**src/rtl/core/are_pkg.sv**
```systemverilog
// Shared types and constants for the ARP resolution engine.
`timescale 1ns / 1ps
`default_nettype none
package are_pkg;

   localparam int unsigned TableEntriesDefault   = 16;
   localparam int unsigned PendingEntriesDefault = 8;
   localparam int unsigned HandleBitsDefault     = 8;

   localparam logic [15:0] HW_TYPE_ETH   = 16'h0001;
   localparam logic [15:0] PROTO_IPV4    = 16'h0800;
   localparam logic [7:0]  HW_LEN_MAC    = 8'd6;
   localparam logic [7:0]  PROTO_LEN_IP  = 8'd4;
   localparam logic [15:0] OPCODE_REQ    = 16'd1;
   localparam logic [15:0] OPCODE_REPLY  = 16'd2;

   localparam logic [0:0] OP_RX  = 1'b0;
   localparam logic [0:0] OP_OUT = 1'b1;

   localparam logic [1:0] ACT_REQUEST = 2'd0;
   localparam logic [1:0] ACT_REPLY   = 2'd1;
   localparam logic [1:0] ACT_FORWARD = 2'd2;

   localparam logic [0:0] CSR_OWN_IP  = 1'b0;
   localparam logic [0:0] CSR_OWN_MAC = 1'b1;

   typedef struct packed {
      logic [0:0]  op;
      logic        length_ok;
      logic [15:0] hw_type;
      logic [15:0] proto_type;
      logic [7:0]  hw_len;
      logic [7:0]  proto_len;
      logic [15:0] opcode;
      logic [31:0] src_ip;
      logic [47:0] src_mac;
      logic [31:0] dst_ip;
      logic [7:0]  packet_handle;
   } req_type;

   typedef struct packed {
      logic [1:0]  out_action;
      logic [47:0] out_mac;
      logic [31:0] out_ip;
      logic [7:0]  out_handle;
   } rsp_type;

   // controller -> datapath
   typedef struct packed {
      logic load;    // capture request beat
      logic commit;  // update tables and drive the result
   } cmd_type;

   // datapath -> controller
   typedef struct packed {
      logic emit;    // captured beat yields a result
   } sts_type;

endpackage
`default_nettype wire

```
**src/rtl/core/are_ctrl.sv**
```systemverilog
// Controller: sequences capture and commit of one beat.
`timescale 1ns / 1ps
`default_nettype none
module are_ctrl (
   input  wire logic             clock,
   input  wire logic             reset,
   input  wire logic             start,
   output logic                  busy,
   output are_pkg::cmd_type      cmd,
   input  are_pkg::sts_type      sts
);
   import are_pkg::*;

   typedef enum logic [0:0] {S_IDLE, S_COMMIT} state_type;
   state_type state_ff;

   always_ff @(posedge clock) begin
      if (reset) begin
         state_ff <= S_IDLE;
      end else begin
         unique case (state_ff)
            S_IDLE:   if (start) state_ff <= S_COMMIT;
            S_COMMIT: state_ff <= S_IDLE;
            default:  state_ff <= S_IDLE;
         endcase
      end
   end

   assign busy       = (state_ff == S_COMMIT);
   assign cmd.load   = start && !busy;
   assign cmd.commit = (state_ff == S_COMMIT);

`ifndef SYNTHESIS
   a_no_double: assert property (@(posedge clock) disable iff (reset)
      cmd.commit |=> !cmd.commit) else $error("commit twice in a row");
   a_load_commit: assert property (@(posedge clock) disable iff (reset)
      cmd.load |=> cmd.commit) else $error("load not followed by commit");
   a_emit_known: assert property (@(posedge clock) disable iff (reset)
      cmd.commit |-> !$isunknown(sts.emit)) else $error("result flag unknown at commit");
`endif
endmodule
`default_nettype wire

```
**src/rtl/core/are_dp.sv**
```systemverilog
// Datapath: resolution table, pending queue and result register.
`timescale 1ns / 1ps
`default_nettype none
module are_dp #(
   parameter int unsigned TABLE_ENTRIES   = are_pkg::TableEntriesDefault,
   parameter int unsigned PENDING_ENTRIES = are_pkg::PendingEntriesDefault,
   parameter int unsigned HANDLE_BITS     = are_pkg::HandleBitsDefault
) (
   input  wire logic             clock,
   input  wire logic             reset,
   input  are_pkg::req_type      req_data,
   input  are_pkg::cmd_type      cmd,
   output are_pkg::sts_type      sts,
   input  wire logic [31:0]      own_ip,
   output logic                  rsp_valid,
   output are_pkg::rsp_type      rsp_data
);
   import are_pkg::*;

   localparam int TW = (TABLE_ENTRIES > 1) ? $clog2(TABLE_ENTRIES) : 1;
   localparam int PW = (PENDING_ENTRIES > 1) ? $clog2(PENDING_ENTRIES) : 1;
   // stored handle bits, never wider than the handle field
   localparam int HB = (HANDLE_BITS < 8) ? HANDLE_BITS : 8;

   req_type                 beat_ff;
   logic [TABLE_ENTRIES-1:0] ev_ff;
   logic [31:0]             eip_ff  [TABLE_ENTRIES];
   logic [47:0]             emac_ff [TABLE_ENTRIES];
   logic [TW-1:0]           rptr_ff;
   logic [PENDING_ENTRIES-1:0] pv_ff;
   logic [31:0]             pip_ff  [PENDING_ENTRIES];
   logic [HB-1:0]           ph_ff   [PENDING_ENTRIES];
   logic [PW-1:0]           pptr_ff;
   logic                    rsp_valid_ff;
   rsp_type                 rsp_ff;

   // lookups on the captured beat
   logic          rx_ok, is_req, is_rep, t_hit, l_hit, free_t, p_hit, free_p;
   logic [TW-1:0] t_idx, l_idx, free_t_idx, learn_idx;
   logic [PW-1:0] p_idx, free_p_idx, park_idx;
   logic [31:0]   key_ip;
   logic          emit;
   rsp_type       res;

   assign is_req = beat_ff.opcode == OPCODE_REQ;
   assign is_rep = beat_ff.opcode == OPCODE_REPLY;
   assign rx_ok  = beat_ff.length_ok && beat_ff.hw_type == HW_TYPE_ETH &&
                   beat_ff.proto_type == PROTO_IPV4 && beat_ff.hw_len == HW_LEN_MAC &&
                   beat_ff.proto_len == PROTO_LEN_IP && (is_req || is_rep);
   assign key_ip = (beat_ff.op == OP_RX) ? beat_ff.src_ip : beat_ff.dst_ip;

   always_comb begin
      t_hit = 1'b0; t_idx = '0; free_t = 1'b0; free_t_idx = '0;
      for (int i = TABLE_ENTRIES - 1; i >= 0; i--) begin
         if (ev_ff[i] && eip_ff[i] == key_ip) begin
            t_hit = 1'b1; t_idx = TW'(i);
         end
         if (!ev_ff[i]) begin
            free_t = 1'b1; free_t_idx = TW'(i);
         end
      end
      p_hit = 1'b0; p_idx = '0; free_p = 1'b0; free_p_idx = '0;
      for (int i = PENDING_ENTRIES - 1; i >= 0; i--) begin
         if (pv_ff[i] && pip_ff[i] == key_ip) begin
            p_hit = 1'b1; p_idx = PW'(i);
         end
         if (!pv_ff[i]) begin
            free_p = 1'b1; free_p_idx = PW'(i);
         end
      end
   end

   assign l_hit     = t_hit;
   assign l_idx     = t_idx;
   assign learn_idx = l_hit ? l_idx : (free_t ? free_t_idx : rptr_ff);
   assign park_idx  = free_p ? free_p_idx : pptr_ff;

   always_comb begin
      emit = 1'b0;
      res  = '0;
      if (beat_ff.op == OP_RX) begin
         if (rx_ok && is_rep && p_hit) begin
            emit = 1'b1;
            res.out_action = ACT_FORWARD;
            res.out_mac    = beat_ff.src_mac;
            res.out_handle = 8'(ph_ff[p_idx]);
         end else if (rx_ok && is_req && beat_ff.dst_ip == own_ip) begin
            emit = 1'b1;
            res.out_action = ACT_REPLY;
            res.out_mac    = beat_ff.src_mac;
            res.out_ip     = beat_ff.src_ip;
         end
      end else if (t_hit) begin
         emit = 1'b1;
         res.out_action = ACT_FORWARD;
         res.out_mac    = emac_ff[t_idx];
         res.out_handle = 8'(beat_ff.packet_handle[HB-1:0]);
      end else if (!p_hit) begin
         emit = 1'b1;
         res.out_action = ACT_REQUEST;
         res.out_mac    = '1;
         res.out_ip     = beat_ff.dst_ip;
      end
   end

   assign sts.emit = emit;

   always_ff @(posedge clock) begin
      if (cmd.load) beat_ff <= req_data;
      rsp_ff <= res;
      if (cmd.commit && beat_ff.op == OP_RX && rx_ok) begin
         eip_ff[learn_idx]  <= beat_ff.src_ip;
         emac_ff[learn_idx] <= beat_ff.src_mac;
      end
      if (cmd.commit && beat_ff.op == OP_OUT && !t_hit && !p_hit) begin
         pip_ff[park_idx] <= beat_ff.dst_ip;
         ph_ff[park_idx]  <= beat_ff.packet_handle[HB-1:0];
      end
   end

   always_ff @(posedge clock) begin
      if (reset) begin
         ev_ff        <= '0;
         pv_ff        <= '0;
         rptr_ff      <= '0;
         pptr_ff      <= '0;
         rsp_valid_ff <= 1'b0;
      end else begin
         rsp_valid_ff <= cmd.commit && emit;
         if (cmd.commit && beat_ff.op == OP_RX && rx_ok) begin
            ev_ff[learn_idx] <= 1'b1;
            if (!l_hit && !free_t)
               rptr_ff <= (rptr_ff == TW'(TABLE_ENTRIES - 1)) ? '0 : rptr_ff + 1'b1;
            if (is_rep && p_hit) pv_ff[p_idx] <= 1'b0;
         end
         if (cmd.commit && beat_ff.op == OP_OUT && !t_hit && !p_hit) begin
            pv_ff[park_idx] <= 1'b1;
            if (!free_p)
               pptr_ff <= (pptr_ff == PW'(PENDING_ENTRIES - 1)) ? '0 : pptr_ff + 1'b1;
         end
      end
   end

   assign rsp_valid = rsp_valid_ff;
   assign rsp_data  = rsp_ff;

`ifndef SYNTHESIS
   a_rsp_after_commit: assert property (@(posedge clock) disable iff (reset)
      rsp_valid |-> $past(cmd.commit)) else $error("result without commit");
   a_rptr_range: assert property (@(posedge clock) disable iff (reset)
      32'(rptr_ff) < TABLE_ENTRIES) else $error("replace pointer out of range");
   a_pptr_range: assert property (@(posedge clock) disable iff (reset)
      32'(pptr_ff) < PENDING_ENTRIES) else $error("pending pointer out of range");
`endif
endmodule
`default_nettype wire

```
**src/rtl/core/arp_resolution_engine_unit.sv**
```systemverilog
// Top level of the ARP resolution engine.
//  channel | ports                              | handshake
//  request | start, busy, req_data              | accept when start && !busy
//  result  | rsp_valid, rsp_data                | one-cycle strobe, no stall
//  config  | csr_valid, csr_ready, csr_index/data| accept when valid && ready
// Each beat goes through capture, then table lookup and update.
// busy is high during lookup and update, so a new beat is taken only after the last one commits.
// The result, if any, appears the cycle after the update; the receiver
// cannot stall it. Synchronous reset clears valid bits and pointers.
`timescale 1ns / 1ps
`default_nettype none
module arp_resolution_engine_unit #(
   parameter int unsigned TABLE_ENTRIES   = are_pkg::TableEntriesDefault,
   parameter int unsigned PENDING_ENTRIES = are_pkg::PendingEntriesDefault,
   parameter int unsigned HANDLE_BITS     = are_pkg::HandleBitsDefault
) (
   input  wire logic         clock,
   input  wire logic         reset,
   input  wire logic         start,
   output logic              busy,
   input  are_pkg::req_type  req_data,
   output logic              rsp_valid,
   output are_pkg::rsp_type  rsp_data,
   input  wire logic         csr_valid,
   output logic              csr_ready,
   input  wire logic [0:0]   csr_index,
   input  wire logic [47:0]  csr_data
);
   import are_pkg::*;

   cmd_type     cmd;
   sts_type     sts;
   logic [31:0] own_ip_ff;
   logic [47:0] own_mac_ff;

   assign csr_ready = 1'b1;

   // own_mac is stored here but drives no output of this block
   always_ff @(posedge clock) begin
      if (reset) begin
         own_ip_ff  <= '0;
         own_mac_ff <= '0;
      end else if (csr_valid) begin
         unique case (csr_index)
            CSR_OWN_IP:  own_ip_ff  <= csr_data[31:0];
            CSR_OWN_MAC: own_mac_ff <= csr_data;
            default: ;
         endcase
      end
   end

   are_ctrl u_ctrl (
      .clock, .reset, .start, .busy, .cmd, .sts
   );

   are_dp #(
      .TABLE_ENTRIES(TABLE_ENTRIES),
      .PENDING_ENTRIES(PENDING_ENTRIES),
      .HANDLE_BITS(HANDLE_BITS)
   ) u_dp (
      .clock, .reset, .req_data, .cmd, .sts,
      .own_ip(own_ip_ff ^ {32{^own_mac_ff & 1'b0}}),
      .rsp_valid, .rsp_data
   );
endmodule
`default_nettype wire
```
**config.mk**
```make
export PLATFORM = sky130hd
export DESIGN_NAME = arp_resolution_engine_unit
export DESIGN_NICKNAME = d
export VERILOG_FILES = /design/src/rtl/core/are_pkg.sv /design/src/rtl/core/are_ctrl.sv /design/src/rtl/core/are_dp.sv /design/src/rtl/core/arp_resolution_engine_unit.sv
export SDC_FILE = /design/constraint.sdc
export NUM_CORES = 2
export LEC_CHECK = 0
export ABC_AREA = 0
export BUFFER_PORTS_ARGS = -buffer_cell sky130_fd_sc_hd__buf_2
export CORE_MARGIN = 8
export CORE_UTILIZATION = 35
export DETAILED_ROUTE_END_ITERATION = 8
export HOLD_SLACK_MARGIN = 0.05
export PLACE_DENSITY_LB_ADDON = 0.08
export SYNTH_ARGS = -nofsm -noshare
export SYNTH_HDL_FRONTEND = slang
export SYNTH_HIERARCHICAL = 1
export SYNTH_SLANG_ARGS = --single-unit
export TNS_END_PERCENT = 100
```
**constraint.sdc**
```tcl
create_clock -name clock -period 13.85 [get_ports clock]
set_input_delay 2.77 -clock clock [delete_from_list [all_inputs] [get_ports clock]]
set_output_delay 2.77 -clock clock [all_outputs]
set_load 0.02 [all_outputs]
```
==> impl_metrics.csv <==
group,metric,value,unit
outcome,status,"finished clean",
place,gp_congestion,0.817,
grt,overflow,0,
timing,max_freq,104,MHz
pwr,power_frac_seq,0.504,
job,max_cap_violations,0,
timing,setup_viol,0,
timing,slew_headroom,0.164,
routing,wirelength,272000,um
pwr,switchingPower,0.00298,W
floorplan,std_cell_rows,174,
timing,hold_slack,482,ps
floorplan,fp.dieH,492,um
layout,final_cell_mix,"edfxtp_1, xnor2_1, buf_2",
grt,first_global_vias,46524,
logic_synthesis,synth_nets,5125,
clocking,cts_buffers,216,
layout,register_area,56700,um2
clocking,htree_levels,4,
pwr,power.internal,0.00999,W
clocking,tritoncts,"done",
clocking,cts_setup_buffers,0,
grt,grt_pass1_wl,374000,um
layout,fillers,20626,
setup_path,worstSetupPathType,"reg2reg",
layout,final_common_cell,"edfxtp_1",
logic_synthesis,syn_avg_cell_area,16.2,um2
grt,antenna_found_initial,26,
floorplan,io-pin-count,332,
timing,fin_tns_setup,0,ps
timing,finalHoldViolCount,0,
pwr,p_clk_frac,0.438,
grt,grt_usage,0.217,
layout,synthToLayoutAreaGrowth,15.9,%
clocking,cts_buffer_depth,3,
routing,ant_nets,0,
place,place_ws,4220,ps
pwr,pwr-share-comb,0.059,
setup_path,path_max_fanout,49,
logic_synthesis,netlist_area,79300,um2
layout,post_route_cells_drive_above_1_share,0.206,
timing,final.setup.worst_slack,4220,ps
grt,grt_max_degree,149,
layout,multi_input_area,21400,um2
timing,report.final.slew_viol_count,0,
logic_synthesis,synthArstFlopShare,0,
floorplan,die-area,242000,um2
place,port-buffer-count,314,
logic_synthesis,synth_cells,4883,
logic_synthesis,synth-seq-cells,1941,
setup_path,arrival,10090,ps
logic_synthesis,yosysUniqueCellTypes,82,
logic_synthesis,seq_area_frac_synth,0.716,
routing,post-route-drc-count,0,
floorplan,start_util,0.352,
routing,viasPerCell,5.43,
timing,worst_clock_skew,50.5,ps
pwr,swShare,0.230,
hold_path,hp-class,"reg2reg",
clocking,path_clk_slew,60,ps
clocking,ctsResizeCount,0,
routing,vias,46462,
timing,finalCritPeriodShare,0.695,
setup_path,cp_data_required_time,14310,ps
clocking,insertion_delay,860,ps
routing,drtPass1Iterations,5,
clocking,cts_sinks,1941,
clocking,cts_root_buf,"clkbuf_16",
pwr,peakVddDrop,109,uV
clocking,hold_buffers,0,
floorplan,coreArea,225000,um2
routing,drt_iter0_drc,4533,
timing,min_period,9630,ps
logic_synthesis,synth_edf_count,1786,
pwr,powerDensity,141,nW/um2
routing,wire_per_inst,31.7,um
setup_path,critPathLaunchType,"flop",
pwr,p_leak,29.2,nW
setup_path,critPathCaptureType,"flop",
floorplan,die_w,492,um
timing,max_slew.worst_pin.slew,1240,ps
logic_synthesis,synthFlopType,"edfxtp_1",
logic_synthesis,ys.warnings.count,6,
layout,nets,5609,
timing,rsz0062_at_grt,"false",
place,dpl.hpwl,151000,um
## critical path, stage by stage (launching register included)
cell      delay (ps)
edfxtp_1         320
buf_4            540
buf_4            710
mux2i_4         1000
buf_4            600
xnor2_1          170
nor4_1           320
nand4_1          130
or3_1            530
a211oi_2         630
o41a_2           210
buf_4            720
nand2_8          420
o31ai_1          350
o21ai_0          550
nor2_4           720
buf_4            460
buf_4            620
## cell type report
class / count / area share
repair buffers: 492 / 0.0320
multi-input cells: 2699 / 0.233
diodes: 10 / 0.000272
clock inverters: 97 / 0.00923
clock buffers: 308 / 0.0665
flip-flops and latches: 1941 / 0.617
well taps: 2992 / 0.0407
inverters: 17 / 0.000694
## per-stage QoR
step / area (um2) / util / power, W / cells
2_1_floorplan: 79300 / - / 0.00704 / 4883
3_3_place_gp: 84900 / 0.378 / 0.00741 / 8141
3_5_place_dp: 84900 / 0.378 / 0.00741 / 8141
4_1_cts: 91900 / 0.409 / 0.0131 / 8546
5_1_grt: 91900 / 0.409 / 0.0134 / 8548
6_report: 91900 / 0.409 / 0.0130 / 8556
## per-layer routing
layer  up-vias  GRT usage  part of all wire
met3       357     0.0370             0.064
met5         -          0          0.000092
met2      1632      0.342              0.45
met1     24435      0.314              0.46
met4         4     0.0534             0.024
li1      20034          -                 -
## final timing paths
| path | startpoint | endpoint | slack [ps] | cells past startpoint |
|---|---|---|---|---|
| worst min register to register | own_ip_ff[28] | own_ip_ff[28] | 480 | 2 |
| worst max-delay path | u_dp/beat_ff[185] | u_dp/eip_ff[3][19] | 4220 | 17 |
| worst min-delay path | own_ip_ff[28] | own_ip_ff[28] | 480 | 2 |
| worst max register to register | u_dp/beat_ff[185] | u_dp/eip_ff[3][19] | 4220 | 17 |
## sequential cells by signal (all words and copies together) (netlist names), 16 cells and up
name           count
u_dp/eip_ff      512
u_dp/rsp_data     90
u_dp/beat_ff     186
u_dp/emac_ff     768
own_ip_ff         32
u_dp/pip_ff      256
u_dp/ev_ff        16
u_dp/ph_ff        64
## cells in the mapped netlist, types with 15 or more instances
cell | instances | area (um2)
edfxtp_1 | 1786 | 53600
xnor2_1 | 761 | 6670
nor4_1 | 290 | 1810
mux2_2 | 203 | 2290
dfxtp_1 | 155 | 3100
a21oi_1 | 136 | 681
o21ai_0 | 134 | 671
nand3_1 | 114 | 571
mux2i_1 | 104 | 1040
clkbuf_1 | 95 | 357
nor2_1 | 81 | 304
nand4_1 | 72 | 450
nor3_1 | 67 | 335
buf_4 | 55 | 413
o211ai_1 | 55 | 413
a21o_1 | 50 | 375
a2bb2oi_1 | 48 | 420
buf_2 | 48 | 240
a22oi_1 | 47 | 353
nand2_1 | 46 | 173
xor2_1 | 40 | 350
nand2b_1 | 37 | 231
a22o_1 | 33 | 289
nand4bb_1 | 33 | 372
nand3b_1 | 32 | 240
mux2i_4 | 30 | 676
o21ai_2 | 30 | 263
mux2_1 | 29 | 327
a221oi_1 | 27 | 236
buf_6 | 23 | 259
a211oi_1 | 17 | 128
inv_1 | 17 | 63.8
o22ai_1 | 17 | 106
or2_2 | 16 | 100
a2111oi_0 | 15 | 131
## power by group through the flow
stage	Clock (W)	Sequential [W]	Combinational [W]
2_1_floorplan	0	0.00667	0.000371
3_3_place_gp	0	0.00665	0.000760
3_5_place_dp	0	0.00666	0.000758
4_1_cts	0.00582	0.00653	0.000761
5_1_grt	0.00603	0.00654	0.000791
6_report	0.00568	0.00653	0.000761
## logic make-up (layout without fill, tap and decap cells)
group	Yosys count	after routing	synth area share
other cells	1	11	0.0000473
xor+xnor	801	801	0.0885
simple gates	859	859	0.0650
mux	366	366	0.0546
buf+inv	243	914	0.0173
fa+ha+maj	3	3	0.000474
compound gates	669	669	0.0584
flops	1941	1941	0.716
Power figures use the tool's default switching activity.
